File: src/hdl/bvmw_pkg.sv
package bvmw_pkg;

    localparam int VIDEO_ADDR_BITS = 19;
    localparam int VIDEO_DEPTH     = 1 << VIDEO_ADDR_BITS;
    localparam int DIRTY_IDX_BITS  = VIDEO_ADDR_BITS - 4;
    localparam int DIRTY_DEPTH     = 1 << DIRTY_IDX_BITS;
    localparam int EXTRA_IDX_BITS  = 6;
    localparam int EXTRA_DEPTH     = 1 << EXTRA_IDX_BITS;
    localparam int BANK_REG_COUNT  = 4;
    localparam int QUEUE_DEPTH     = 2;
    localparam int QUEUE_PTR_BITS  = 1;

    localparam logic [31:0] BANK_BASE      = 32'h000A_8000;
    localparam logic [31:0] REGWIN_BASE    = 32'h000E_0000;
    localparam logic [31:0] REG_BANK_OFS   = 32'h0000_0004;
    localparam logic [31:0] REG_EXTRA_OFS  = 32'h0000_0100;
    localparam logic [31:0] REG_BANK_MASK  = 32'hFFFF_FFFC;
    localparam logic [31:0] REG_EXTRA_MASK = 32'hFFFF_FFC0;

    // Command groups, taken from command bits 3..2.
    localparam logic [1:0] GRP_FLAT   = 2'd0;
    localparam logic [1:0] GRP_BANK   = 2'd1;
    localparam logic [1:0] GRP_REGWIN = 2'd2;
    localparam logic [1:0] GRP_OTHER  = 2'd3;

    localparam logic [3:0] CMD_DIRTY_RD = 4'd12;

    // Target of one byte step.
    localparam logic [2:0] TGT_NONE    = 3'd0;
    localparam logic [2:0] TGT_FLAT    = 3'd1;
    localparam logic [2:0] TGT_BANK    = 3'd2;
    localparam logic [2:0] TGT_BANKREG = 3'd3;
    localparam logic [2:0] TGT_EXTRA   = 3'd4;
    localparam logic [2:0] TGT_DIRTY   = 3'd5;

    // Source of the data that the collect stage takes for a byte step.
    localparam logic [2:0] SRC_ZERO    = 3'd0;
    localparam logic [2:0] SRC_VIDEO   = 3'd1;
    localparam logic [2:0] SRC_BANKREG = 3'd2;
    localparam logic [2:0] SRC_EXTRA   = 3'd3;
    localparam logic [2:0] SRC_DIRTY   = 3'd4;

    // One byte access. The meaning of addr follows tgt: the video address for
    // the flat aperture, the 16-bit window offset for the banked window (bit 15
    // picks the bank register), the register index for the register window and
    // the entry index for a dirty map read.
    typedef struct packed {
        logic [2:0]                 tgt;
        logic [VIDEO_ADDR_BITS-1:0] addr;
        logic                       plane;
    } byte_op_t;

    typedef struct packed {
        byte_op_t    op0;
        byte_op_t    op1;
        logic        wr;
        logic        word;
        logic [15:0] wdata;
    } item_t;

endpackage

File: src/hdl/bvmw_front.sv
module bvmw_front
(
    input  logic                 push,
    output logic                 full,
    input  logic [3:0]           command,
    input  logic [31:0]          address,
    input  logic [15:0]          write_data,
    input  logic                 q_full,
    input  logic                 clearing,
    output logic                 q_push,
    output bvmw_pkg::item_t      q_item
);

    function automatic bvmw_pkg::byte_op_t decode_byte(
        input logic [1:0]  grp,
        input logic [31:0] a,
        input logic        plane
    );
        bvmw_pkg::byte_op_t op;
        logic [31:0]        off;
        op       = '0;
        op.plane = plane;
        unique case (grp)
            bvmw_pkg::GRP_FLAT:
            begin
                op.tgt  = bvmw_pkg::TGT_FLAT;
                op.addr = a[bvmw_pkg::VIDEO_ADDR_BITS-1:0];
            end
            bvmw_pkg::GRP_BANK:
            begin
                off     = a - bvmw_pkg::BANK_BASE;
                op.tgt  = bvmw_pkg::TGT_BANK;
                op.addr = {3'b000, off[15:0]};
            end
            bvmw_pkg::GRP_REGWIN:
            begin
                off = a - bvmw_pkg::REGWIN_BASE;
                priority if ((off & bvmw_pkg::REG_BANK_MASK) == bvmw_pkg::REG_BANK_OFS)
                begin
                    op.tgt  = bvmw_pkg::TGT_BANKREG;
                    op.addr = {17'd0, off[1:0]};
                end
                else if ((off & bvmw_pkg::REG_EXTRA_MASK) == bvmw_pkg::REG_EXTRA_OFS)
                begin
                    op.tgt  = bvmw_pkg::TGT_EXTRA;
                    op.addr = {13'd0, off[5:0]};
                end
                else
                begin
                    op.tgt = bvmw_pkg::TGT_NONE;
                end
            end
            default:
            begin
                op.tgt = bvmw_pkg::TGT_NONE;
            end
        endcase
        return op;
    endfunction

    logic [1:0]  grp;
    logic [31:0] address_next_byte;

    assign grp               = command[3:2];
    assign address_next_byte = address + 32'd1;
    assign full              = q_full | clearing;
    assign q_push            = push & ~full;

    always_comb
    begin
        q_item       = '0;
        q_item.wdata = write_data;
        if (grp == bvmw_pkg::GRP_OTHER)
        begin
            if (command == bvmw_pkg::CMD_DIRTY_RD)
            begin
                q_item.op0.tgt  = bvmw_pkg::TGT_DIRTY;
                q_item.op0.addr = {4'd0, address[bvmw_pkg::DIRTY_IDX_BITS-1:0]};
            end
        end
        else
        begin
            // A flat word marks both bytes with the plane of its first byte.
            q_item.wr   = command[0];
            q_item.word = command[1];
            q_item.op0  = decode_byte(grp, address, address[bvmw_pkg::VIDEO_ADDR_BITS-1]);
            q_item.op1  = decode_byte(grp, address_next_byte,
                                      address[bvmw_pkg::VIDEO_ADDR_BITS-1]);
        end
    end

endmodule

File: config.mk
export PLATFORM = sky130hd
export DESIGN_NAME = bvmw_front
export DESIGN_NICKNAME = d
export VERILOG_FILES = /design/src/hdl/bvmw_pkg.sv /design/src/hdl/bvmw_front.sv
export SDC_FILE = /design/constraint.sdc
export NUM_CORES = 1
export LEC_CHECK = 0
export BUFFER_PORTS_ARGS = -buffer_cell sky130_fd_sc_hd__buf_2
export CAP_MARGIN = 30
export CORE_MARGIN = 1.5
export CORE_UTILIZATION = 39
export DETAILED_ROUTE_END_ITERATION = 12
export PLACE_DENSITY = 0.8
export SYNTH_ARGS = -nofsm -noshare
export SYNTH_HDL_FRONTEND = slang
export SYNTH_SLANG_ARGS = --single-unit
File: constraint.sdc
create_clock -name vclk -period 6.5
set_clock_uncertainty 0.15 [all_clocks]
set_input_delay 1.625 -clock vclk [all_inputs]
set_output_delay 1.625 -clock vclk [all_outputs]
set_load 0.005 [all_outputs]
==> impl_results.rst <==
.. list-table::
   :header-rows: 1

   * - Metric
     - Value
   * - Result of the run
     - finished with violations
   * - Failing checks
     - setup timing
   * - Remaining global-route overflow
     - 0
   * - Die Wd
     - 68.5 um
   * - Global-route total usage across every layer
     - 23.3%
   * - Post-synthesis share of cell area spent on full adders, half adders and majority gates
     - 2.24%
   * - Area growth, synth to finish
     - 36.4%
   * - Antenna viol nets, final
     - 0
   * - Area share of xor/xnor cells in the synthesized design
     - 14.1%
   * - Height of the die
     - 68.5 um
   * - Area share of the largest cell type after synthesis
     - 11.5%
   * - Routed WL
     - 5.53 mm
   * - Pin count of the biggest net entering global routing
     - 23
   * - Unrepaired setup endpoints after global routing
     - yes
   * - Remaining routing DRC violations
     - 0
   * - Yosys Warn Count
     - 0
   * - Total power after layout
     - 0.123 mW
   * - Number of vias per cell after detailed routing
     - 5.66
   * - Inserted Diodes
     - 0
   * - Post-Place Worst Slack
     - -200 ps
   * - DRC violation total after the first TritonRoute iteration
     - 132
   * - Core region area
     - 0.00406 mm2
   * - Post-synthesis cell area
     - 0.00167 mm2
   * - Dominant combinational cell family by area after synthesis
     - simple AND/OR/NAND/NOR gates
   * - First-pass GRT wire length
     - 8.68 mm
   * - Routability Congestion
     - 0.987
   * - Sequential share of the synthesized area
     - 0%
   * - Multiplexer share of the synthesized area
     - 1.20%
   * - Total half-perimeter wirelength after legalization and detailed placement
     - 4.60 mm
   * - Distinct cell type count of the synthesized netlist
     - 50
   * - Relative max-transition margin
     - 59.0%
   * - Commonest non-fill, non-tap cells in the layout
     - 85 x buf_2, 30 x nor2_1, 29 x buf_4
   * - Crit Path Max Fanout
     - 4
   * - Final Setup Violations
     - 5
   * - Period Utilization, post-route
     - 101%
   * - Nature of the critical path endpoint
     - primary output
   * - Largest area contributor in the netlist
     - xnor2_1
   * - Element type at the critical path start
     - input pin
   * - Maximum achievable frequency
     - 153 MHz
   * - Area taken by flip-flops and latches
     - 0 um2
   * - Final net count
     - 407
   * - Cells taking the most area after synthesis
     - xnor2_1 12%, and2_1 7.8%, buf_4 7.6%
   * - Worst IR drop on VDD
     - 26.4 uV
   * - Areal power density over the cells
     - 53.9 mW/mm2
   * - Slew @ Worst Pin
     - 610 ps
   * - Hold Path Class
     - input pin to primary output
   * - Pins Over Slew Limit
     - 0
   * - Post-route core utilization
     - 56.3%
   * - Overall die area
     - 0.00469 mm2
   * - Share of cells above drive strength 1
     - 41.2%
   * - Time the worst path needs with I/O delays and setup
     - 6550 ps
   * - Total via count after detailed routing
     - 2,246
   * - Lkg Pwr
     - 1.00 nW
   * - Critical path required time
     - 4720 ps
   * - Setup_tns
     - -98.0 ps
   * - Net count of the mapped netlist
     - 321
   * - Post-synthesis share of cell area spent on and, or, nand and nor gates
     - 52.4%
   * - Final-report hold violation count
     - 0
   * - Synth Area in Compound Gates
     - 16.8%
   * - Class of the most critical setup path
     - input pin to primary output
   * - Post-DR wirelength/cell
     - 13.9 um
   * - Most frequent standard cell in the layout excluding fill and tap cells
     - buf_2
   * - Port buffer count
     - 89
   * - Number of violations of the max-capacitance limit
     - 0
   * - Layout clock buffer count
     - 0
   * - Initial core utilization
     - 41.3%
   * - Number of antenna violations at the first check in global routing
     - 0
   * - Number of core rows
     - 23
   * - Via count of the first global-routing pass
     - 1,932
   * - Number of top-level design ports
     - 121
   * - Average instance area after synthesis
     - 6.37 um2
   * - Num sequential
     - 0
   * - Arrival time of data at the critical path endpoint
     - 4770 ps
   * - Pre-Repair DR Iteration Count
     - 4
   * - Final setup slack of the worst path
     - -45.5 ps
   * - Hold Worst Slack
     - 3100 ps
   * - Count of mapped cells out of synthesis
     - 263
-- cell type report --
type / count / area (um2)
well taps: 50 / 62.6
repair buffers: 116 / 669
multi-input cells: 223 / 1520
fillers: 431 / 1770
inverters: 8 / 30.0
-- synthesized netlist by cell type (2+ instances only) --
| cell type | instances |
|---|---|
| inv_1 | 8 |
| nand2_1 | 19 |
| o21a_1 | 2 |
| a31oi_1 | 5 |
| and3_1 | 7 |
| xnor2_1 | 22 |
| a41oi_1 | 2 |
| mux2i_1 | 2 |
| nand4_1 | 14 |
| ha_1 | 3 |
| nand2b_1 | 3 |
| and4_1 | 7 |
| xor2_1 | 5 |
| o22ai_1 | 2 |
| nor2b_1 | 6 |
| o31a_1 | 2 |
| o21ai_0 | 4 |
| o32ai_1 | 2 |
| or3_1 | 3 |
| a31o_2 | 2 |
| clkbuf_1 | 7 |
| buf_2 | 5 |
| nand3_1 | 12 |
| o31ai_1 | 2 |
| a21oi_1 | 3 |
| and2_1 | 21 |
| nor2_1 | 31 |
| or2_2 | 4 |
| buf_4 | 17 |
| nor3_1 | 12 |
| nor4_1 | 9 |
| buf_1 | 2 |
-- routing by layer --
layer	vias up	part of all wire, %	global-route usage [%]
li1	1110	-	-
met2	111	48	41.0
met1	1023	44	33.3
met5	-	0	0
met3	2	8.2	0.325
met4	0	0.22	1.00
-- through the flow --
stage | cell area (um2) | std cells
after floorplan | 1770 | 263
after global placement | 2220 | 393
after detailed placement | 2220 | 393
after CTS | 2270 | 396
after global routing | 2280 | 397
final | 2280 | 397
-- report_power, final --
part,leakage (nW),internal (mW),switching (mW)
Sequential,0,0,0
Combinational,1.00,0.0579,0.0652
Clock,0,0,0
Total,1.00,0.0579,0.0652
-- logic make-up (layout without fill, tap and decap cells) --
| family | after synthesis | after routing |
|---|---|---|
| compound gates | 35 | 35 |
| xor+xnor | 27 | 27 |
| mux | 2 | 2 |
| simple gates | 156 | 156 |
| fa+ha+maj | 3 | 3 |
| buf+inv | 40 | 124 |
-- worst paths after layout --
kind                       start          to  slack, ps  depth (start not counted)
setup / recovery      address[0]  q_item[22]        -50                         16
hold / removal    write_data[10]  q_item[10]       3100                          0
-- what timing repair did --
item / in CTS / in global routing
endpoints found under the setup margin: 9 / 9
setup buffers: 3 / 1
gates resized for setup: 9 / 3
hold buffers: 0 / 0
pin swaps: 2 / 1
-- critical path, stage by stage --
cell     delay, ps
buf_8           80
ha_4           120
nand4_1        130
or4_4          440
or3_4          400
and2_4         170
inv_2           50
ha_4           190
nor2_4          80
nand2_2         50
o21a_1         180
or4b_4         490
nor4_4         220
a41oi_2        230
nor2_1         160
buf_2          130
Power figures use the tool's default switching activity.
