==> src/hdl/bvmw_pkg.sv <==
package bvmw_pkg;

    localparam int VIDEO_ADDR_BITS = 19;
    localparam int VIDEO_DEPTH     = 1 << VIDEO_ADDR_BITS;
    localparam int DIRTY_IDX_BITS  = VIDEO_ADDR_BITS - 4;
    localparam int DIRTY_DEPTH     = 1 << DIRTY_IDX_BITS;
    localparam int EXTRA_IDX_BITS  = 6;
    localparam int EXTRA_DEPTH     = 1 << EXTRA_IDX_BITS;
    localparam int BANK_REG_COUNT  = 4;
    localparam int QUEUE_DEPTH     = 2;
    localparam int QUEUE_PTR_BITS  = 1;

    localparam logic [31:0] BANK_BASE      = 32'h000A_8000;
    localparam logic [31:0] REGWIN_BASE    = 32'h000E_0000;
    localparam logic [31:0] REG_BANK_OFS   = 32'h0000_0004;
    localparam logic [31:0] REG_EXTRA_OFS  = 32'h0000_0100;
    localparam logic [31:0] REG_BANK_MASK  = 32'hFFFF_FFFC;
    localparam logic [31:0] REG_EXTRA_MASK = 32'hFFFF_FFC0;

    // Command groups, taken from command bits 3..2.
    localparam logic [1:0] GRP_FLAT   = 2'd0;
    localparam logic [1:0] GRP_BANK   = 2'd1;
    localparam logic [1:0] GRP_REGWIN = 2'd2;
    localparam logic [1:0] GRP_OTHER  = 2'd3;

    localparam logic [3:0] CMD_DIRTY_RD = 4'd12;

    // Target of one byte step.
    localparam logic [2:0] TGT_NONE    = 3'd0;
    localparam logic [2:0] TGT_FLAT    = 3'd1;
    localparam logic [2:0] TGT_BANK    = 3'd2;
    localparam logic [2:0] TGT_BANKREG = 3'd3;
    localparam logic [2:0] TGT_EXTRA   = 3'd4;
    localparam logic [2:0] TGT_DIRTY   = 3'd5;

    // Source of the data that the collect stage takes for a byte step.
    localparam logic [2:0] SRC_ZERO    = 3'd0;
    localparam logic [2:0] SRC_VIDEO   = 3'd1;
    localparam logic [2:0] SRC_BANKREG = 3'd2;
    localparam logic [2:0] SRC_EXTRA   = 3'd3;
    localparam logic [2:0] SRC_DIRTY   = 3'd4;

    // One byte access. The meaning of addr follows tgt: the video address for
    // the flat aperture, the 16-bit window offset for the banked window (bit 15
    // picks the bank register), the register index for the register window and
    // the entry index for a dirty map read.
    typedef struct packed {
        logic [2:0]                 tgt;
        logic [VIDEO_ADDR_BITS-1:0] addr;
        logic                       plane;
    } byte_op_t;

    typedef struct packed {
        byte_op_t    op0;
        byte_op_t    op1;
        logic        wr;
        logic        word;
        logic [15:0] wdata;
    } item_t;

endpackage

==> src/hdl/bvmw_queue.sv <==
module bvmw_queue
(
    input  logic            clk,
    input  logic            rst_n,
    input  logic            wr_en,
    input  bvmw_pkg::item_t wr_item,
    output logic            q_full,
    input  logic            rd_en,
    output bvmw_pkg::item_t rd_item,
    output logic            q_empty
);

    bvmw_pkg::item_t                  entries_reg [bvmw_pkg::QUEUE_DEPTH];
    logic [bvmw_pkg::QUEUE_PTR_BITS-1:0] wr_ptr_reg;
    logic [bvmw_pkg::QUEUE_PTR_BITS-1:0] rd_ptr_reg;
    logic [bvmw_pkg::QUEUE_PTR_BITS:0]   count_reg;
    logic [bvmw_pkg::QUEUE_PTR_BITS:0]   count_next;

    assign q_full  = (count_reg == (bvmw_pkg::QUEUE_PTR_BITS + 1)'(bvmw_pkg::QUEUE_DEPTH));
    assign q_empty = (count_reg == '0);
    assign rd_item = entries_reg[rd_ptr_reg];

    always_comb
    begin
        count_next = count_reg;
        if (wr_en && !rd_en)
        begin
            count_next = count_reg + 1'b1;
        end
        else if (rd_en && !wr_en)
        begin
            count_next = count_reg - 1'b1;
        end
    end

    always_ff @(posedge clk or negedge rst_n)
    begin
        if (!rst_n)
        begin
            wr_ptr_reg <= '0;
            rd_ptr_reg <= '0;
            count_reg  <= '0;
        end
        else
        begin
            count_reg <= count_next;
            if (wr_en)
            begin
                wr_ptr_reg <= wr_ptr_reg + 1'b1;
            end
            if (rd_en)
            begin
                rd_ptr_reg <= rd_ptr_reg + 1'b1;
            end
        end
    end

    always_ff @(posedge clk)
    begin
        if (wr_en)
        begin
            entries_reg[wr_ptr_reg] <= wr_item;
        end
    end

endmodule

==> config.mk <==
export PLATFORM = sky130hd
export DESIGN_NAME = bvmw_queue
export DESIGN_NICKNAME = d
export VERILOG_FILES = /design/src/hdl/bvmw_pkg.sv /design/src/hdl/bvmw_queue.sv
export SDC_FILE = /design/constraint.sdc
export NUM_CORES = 1
export LEC_CHECK = 0
export ABC_AREA = 1
export BUFFER_PORTS_ARGS = -buffer_cell sky130_fd_sc_hd__buf_2
export CAP_MARGIN = 20
export CORE_MARGIN = 5
export CORE_UTILIZATION = 35
export CTS_CLUSTER_DIAMETER = 120
export DETAILED_ROUTE_END_ITERATION = 12
export GPL_TIMING_DRIVEN = 0
export PLACE_DENSITY_LB_ADDON = 0.3
export SETUP_SLACK_MARGIN = 0.15
export SKIP_CTS_REPAIR_TIMING = 1
export SLEW_MARGIN = 30
export SYNTH_ARGS = -nofsm -noshare
export SYNTH_HDL_FRONTEND = slang
export SYNTH_SLANG_ARGS = --single-unit
==> constraint.sdc <==
create_clock -name clk -period 9.3 [get_ports clk]
set_input_delay 1.86 -clock clk [delete_from_list [all_inputs] [get_ports clk]]
set_output_delay 1.86 -clock clk [all_outputs]
set_load 0.02 [all_outputs]
==> flow_metrics.env, run 1 <==
export IMPL_status="finished, final reports clean"
export IMPL_synth_area_um2=5031
export IMPL_slowest_stage="dfrtp_1"
export IMPL_slew_limit_headroom_pct=68.49
export IMPL_setup_viol=0
export IMPL_path_cells="buf_6, buf_6, mux2_4, buf_2"
export IMPL_grt_use_total_pct=11.24
export IMPL_die_x_um=129.9
export IMPL_fmax_mhz=287.1
export IMPL_crit_arrival_ps=1620
export IMPL_routed_wl_um=9028
export IMPL_core_area_um2=13990
export IMPL_vdd_drop_max_uv=147.9
export IMPL_yosys_cell_types_count=14
export IMPL_rsz0062_at_grt="no"
export IMPL_synth_xor_area_share_pct=0.5223
export IMPL_synth_compound_area_share_pct=0
export IMPL_endpoint_kind="output pin"
export IMPL_ctsRootBufferMaster="clkbuf_16"
export IMPL_timing_final_crit_share_pct=37.45
export IMPL_power_density_nw_per_um2=325.5
export IMPL_area_growth_pct=30.42
export IMPL_cts_tree="done"
export IMPL_start_util_pct=35.97
export IMPL_path_delay_family="buffers and inverters"
export IMPL_grt_max_degree=35
export IMPL_cts_clk_slew_worst_paths_ps=50
export IMPL_instances_no_fill=573
export IMPL_syn_mean_instance_area_um2=22.46
export IMPL_hp_class="flop to flop"
export IMPL_final_nets=449
export IMPL_grt_pass1_wl_um=14080
export IMPL_drt_initial_drc_count=129
export IMPL_ys_seq_elements=132
export IMPL_dp_hpwl_um=6259
export IMPL_clk_path_buf_depth=2
export IMPL_antenna_found_initial=0
export IMPL_tns_ps=0
export IMPL_cpMostUsedCell="buf_6"
export IMPL_seq_area_um2=3944
export IMPL_io_buffers=133
export IMPL_die_area_um2=16870
export IMPL_viasPerCell=4.356
export IMPL_syn_inst=224
export IMPL_synth_adder_area_share_pct=0.2487
export IMPL_largest_reg_flops=128
export IMPL_drive_above_1_share_pct=59.54
export IMPL_mostFrequentLayoutCells="buf_2, edfxtp_1, mux2_4"
export IMPL_ys_seq_area_share_pct=78.39
export IMPL_overflow=0
export IMPL_clock_skew_ps=3.622
export IMPL_path_buf_inv=3
export IMPL_fp_row_count=43
export IMPL_final_common_cell="buf_2"
export IMPL_layout_min_cycle_time_ps=3483
export IMPL_ys_flop_type="edfxtp_1"
export IMPL_dp_cells=541
export IMPL_synth_nets=293
export IMPL_final_antenna_net_count=0
export IMPL_p_leak_nw=2.648
export IMPL_worst_setup_path_type="flop to output pin"
export IMPL_vias=2496
export IMPL_drt_pass1_iter_count=4
export IMPL_yosys_warnings=0
export IMPL_drc=0
export IMPL_tightest_slew_ps=471.5
export IMPL_yosys_area_share_simple_pct=0.8207
export IMPL_die_y_um=129.9
export IMPL_diodes=0
export IMPL_slowest_delay_ps=350
export IMPL_cts_sinks=132
export IMPL_synthMuxAreaShare_pct=18.06
export IMPL_start_kind="flop"
export IMPL_synth_edf_count=128
export IMPL_boundaryPins=134
export IMPL_wire_per_inst_um=15.76
export IMPL_cp_max_fo=10
export IMPL_maxCapViolCount=0
export IMPL_async_flop_share_pct=3.030
export IMPL_cts_inserted_buffers=17
export IMPL_nFillCells=1244
export IMPL_multi_input_area_um2=996.0
export IMPL_required_ps=7440
export IMPL_grt_pass1_vias=2799
export IMPL_insertion_delay_ps=400
export IMPL_cts_htree_levels=4
export IMPL_gp_congestion=0.6690
export IMPL_slew_viol_final=0
export IMPL_synth_top_family_by_area="multiplexers"
export IMPL_hold_violations=0
-- path summary, 6_finish.rpt --
path | end | cells past startpoint | start | slack [ps]
setup / recovery | rd_item[60] | 4 | rd_ptr_reg | 5820
hold / removal | count_reg[1] | 2 | count_reg[1] | 520
setup reg to reg | entries_reg[0][56] | 3 | wr_ptr_reg | 7750
hold reg to reg | count_reg[1] | 2 | count_reg[1] | 520
max in group asynchronous | wr_ptr_reg | 1 | rst_n | 7920
min in group asynchronous | count_reg[1] | 1 | rst_n | 1260
-- synth_stat cells, types with 2 or more instances --
cell,number,share of area [%]
nand2_1,5,0.37
buf_6,6,1.3
edfxtp_1,128,76
dfrtp_1,4,2.0
xor2_1,2,0.35
mux2_2,14,3.1
mux2_4,50,15
inv_1,7,0.52
nor2_1,3,0.22
-- area by class of cell --
cell class,count,share of cell area [%]
clock inverter,12,1.373
buffer,7,1.106
timing repair buffer,137,11.71
clock buffer,20,6.655
multi-input combinational,78,15.18
tap,180,3.432
inverter,7,0.4386
sequential,132,60.11
-- through the flow --
| step | util, % | hold slack [ps] | worst slack [ps] | instance area [µm²] | power (mW) |
|---|---|---|---|---|---|
| final | 46.91 | 520.7 | 5817 | 6561 | 2.136 |
| after global routing | 46.91 | 571.3 | 5726 | 6561 | 2.247 |
| after CTS | 46.91 | 518.9 | 5768 | 6561 | 2.176 |
| after detailed placement | 43.14 | 504.1 | 6125 | 6035 | 1.579 |
| after global placement | 42.33 | 476.0 | 2381 | 5922 | 1.551 |
| after floorplan | - | 463.1 | 4228 | 5031 | 1.350 |
-- worst min-delay path, cell delays in order, from the launching register on --
cell and delay [ps]:
dfrtp_1 370, nand2_1 60, nand2_1 50
-- cell families (layout without fill, tap and decap cells) --
logic type,after synthesis,count (layout)
xor gates and xnor gates,3,3
and+or+nand+nor,10,10
adders and majority gates,1,1
muxes,64,64
buffers and inverters,14,183
DFF,132,132
-- where the power goes --
part / internal, mW / total, mW / switching, mW / leakage (nW)
registers: 0.790 / 0.821 / 0.0312 / 1.25
clock network: 0.361 / 0.589 / 0.228 / 0.247
logic: 0.330 / 0.726 / 0.395 / 1.15
-- per-layer routing --
metal,vias up,routed length (µm),global-route usage [%]
met2,84,4569,18.87
met5,-,0,0
met3,17,656,4.503
met1,1209,3624,12.54
li1,1186,-,-
met4,0,178,5.318
(Power assumes the default switching activity.)
==> inputs of run 2 (changes only) <==
ABC_AREA = 0   (was 1)
clock period = 3.2 ns   (was 9.3 ns; I/O delays follow)
==> flow_metrics.env, run 2 <==
export IMPL_r2r_cells=3
export IMPL_final_nets=441
export IMPL_cts_sinks=132
export IMPL_synthTopCellsByArea="edfxtp_1, mux2_4, mux2_2, dfrtp_1, buf_6"
export IMPL_finalCoreUtilization_pct=46.88
export IMPL_final_antenna_net_count=0
export IMPL_maxCapViolCount=0
export IMPL_ys_seq_area_share_pct=78.70
export IMPL_slowest_delay_ps=350
export IMPL_wire_per_inst_um=15.75
export IMPL_cpMostUsedCell="buf_6"
export IMPL_dp_hpwl_um=6248
export IMPL_cts_clk_slew_worst_paths_ps=60
export IMPL_hold_violations=0
export IMPL_timing_final_crit_share_pct=70.52
export IMPL_clk_path_buf_depth=2
export IMPL_synth_top_cell_area_share_pct=76.70
export IMPL_io_buffers=133
export IMPL_cts_htree_levels=4
export IMPL_slew_limit_headroom_pct=54.31
export IMPL_boundaryPins=134
export IMPL_start_kind="flop"
export IMPL_grt_max_degree=34
export IMPL_worst_setup_path_type="flop to output pin"
export IMPL_slowest_stage="dfrtp_1"
export IMPL_grt_pass1_wl_um=13500
export IMPL_cts_inserted_buffers=17
export IMPL_cts_tree="done"
export IMPL_syn_inst=215
export IMPL_cp_max_fo=10
export IMPL_ys_top_cells_by_count="edfxtp_1, mux2_4, mux2_2"
export IMPL_syn_mean_instance_area_um2=23.31
export IMPL_largest_reg_flops=128
export IMPL_ctsRootBufferMaster="clkbuf_16"
export IMPL_vdd_drop_max_uv=421.8
export IMPL_power_mw=6.135
export IMPL_clock_skew_ps=5.032
export IMPL_yosys_warnings=0
export IMPL_cp_depth=4
export IMPL_tightest_slew_ps=683.9
export IMPL_die_x_um=129.7
export IMPL_layout_min_cycle_time_ps=2257
export IMPL_final_common_cell="buf_2"
export IMPL_crit_arrival_ps=1620
export IMPL_path_buf_inv=3
export IMPL_ys_seq_elements=132
export IMPL_ys_flop_type="edfxtp_1"
export IMPL_slew_viol_final=0
export IMPL_gp_congestion=0.6889
export IMPL_drt_pass1_iter_count=4
export IMPL_area_growth_pct=30.36
export IMPL_viasPerCell=4.322
export IMPL_overflow=0
export IMPL_synth_edf_count=128
export IMPL_setup_viol=0
export IMPL_drive_above_1_share_pct=62.08
export IMPL_vias=2446
export IMPL_holdWs_ps=419.7
export IMPL_drt_initial_drc_count=91
export IMPL_yosysMostFrequentCell="edfxtp_1"
export IMPL_required_ps=2560
export IMPL_grt_pass1_vias=2702
export IMPL_grt_use_total_pct=11.07
export IMPL_endpoint_kind="output pin"
export IMPL_insertion_delay_ps=400
export IMPL_power_density_nw_per_um2=939.2
export IMPL_path_delay_family="buffers and inverters"
export IMPL_synth_nets=284
export IMPL_rsz0062_at_grt="no"
export IMPL_routed_wl_um=8914
export IMPL_start_util_pct=35.96
export IMPL_tns_ps=0
export IMPL_yosys_cell_types_count=13
export IMPL_status="finished, final reports clean"
export IMPL_antenna_found_initial=0
export IMPL_holdPathStages=1
export IMPL_fmax_mhz=443.2
export IMPL_mostFrequentLayoutCells="buf_2, edfxtp_1, mux2_4"
export IMPL_fp_row_count=43
export IMPL_path_cells="buf_6, buf_6, mux2_4, buf_2"
export IMPL_async_flop_share_pct=3.030
export IMPL_die_area_um2=16810
export IMPL_die_y_um=129.7
export IMPL_synth_area_um2=5011
export IMPL_p_leak_nw=2.610
export IMPL_core_area_um2=13930
export IMPL_drc=0
export IMPL_synth_top_cell_by_area="edfxtp_1"
export IMPL_hp_class="input port to flop"
[run 2: worst paths after layout]
| kind | to | slack, ps | startpoint |
|---|---|---|---|
| min in group asynchronous | count_reg[1] | 570 | rst_n |
| hold reg to reg | count_reg[1] | 510 | count_reg[1] |
| setup / recovery | rd_item[5] | 940 | rd_ptr_reg |
| hold / removal | entries_reg[1][40] | 420 | wr_item[40] |
| setup reg to reg | entries_reg[0][26] | 1480 | wr_ptr_reg |
| max in group asynchronous | rd_ptr_reg | 2510 | rst_n |
[run 2: metrics by stage]
| stage | cell area, µm² | instances | worst slack [ps] |
|---|---|---|---|
| 2_1_floorplan | 5014 | 215 | 449.0 |
| 3_3_place_gp | 5904 | 528 | -695.1 |
| 3_5_place_dp | 6002 | 532 | 1061 |
| 4_1_cts | 6520 | 564 | 886.1 |
| 5_1_grt | 6530 | 565 | 829.4 |
| 6_report | 6533 | 566 | 943.5 |
[run 2: cell families after synthesis]
| family | Yosys count | share of synthesized area [%] |
|---|---|---|
| flip-flops | 132 | 78.70 |
| multiplexers | 64 | 18.13 |
| buffers and inverters | 8 | 1.523 |
| XOR/XNOR | 5 | 0.8739 |
| AND/OR/NAND/NOR | 5 | 0.5244 |
| adder cells (fa/ha/maj) | 1 | 0.2496 |
[run 2: power breakdown]
group | internal [mW] | total, mW | switching [mW]
combinational | 0.956 | 2.10 | 1.14
clock | 0.972 | 1.65 | 0.679
sequential | 2.30 | 2.39 | 0.0903
total | 4.22 | 6.14 | 1.91
[run 2: cell type report]
cell class	count	area, µm²
inverters	1	3.754
plain buffers	7	72.57
flip-flops and latches	132	3944
repair buffers	138	765.7
multi-input cells	75	1001
well taps	180	225.2
fillers	1213	7402
clock buffers	17	425.4
clock inverters	15	92.59
diodes	1	2.502
[run 2: layer usage]
| metal | vias up | global-route usage, % | part of all wire, % |
|---|---|---|---|
| met5 | - | 0 | 0 |
| met2 | 91 | 18.29 | 51 |
| met3 | 5 | 5.111 | 8.6 |
| met4 | 0 | 5.134 | 0.74 |
| met1 | 1182 | 12.19 | 39 |
| li1 | 1168 | - | - |
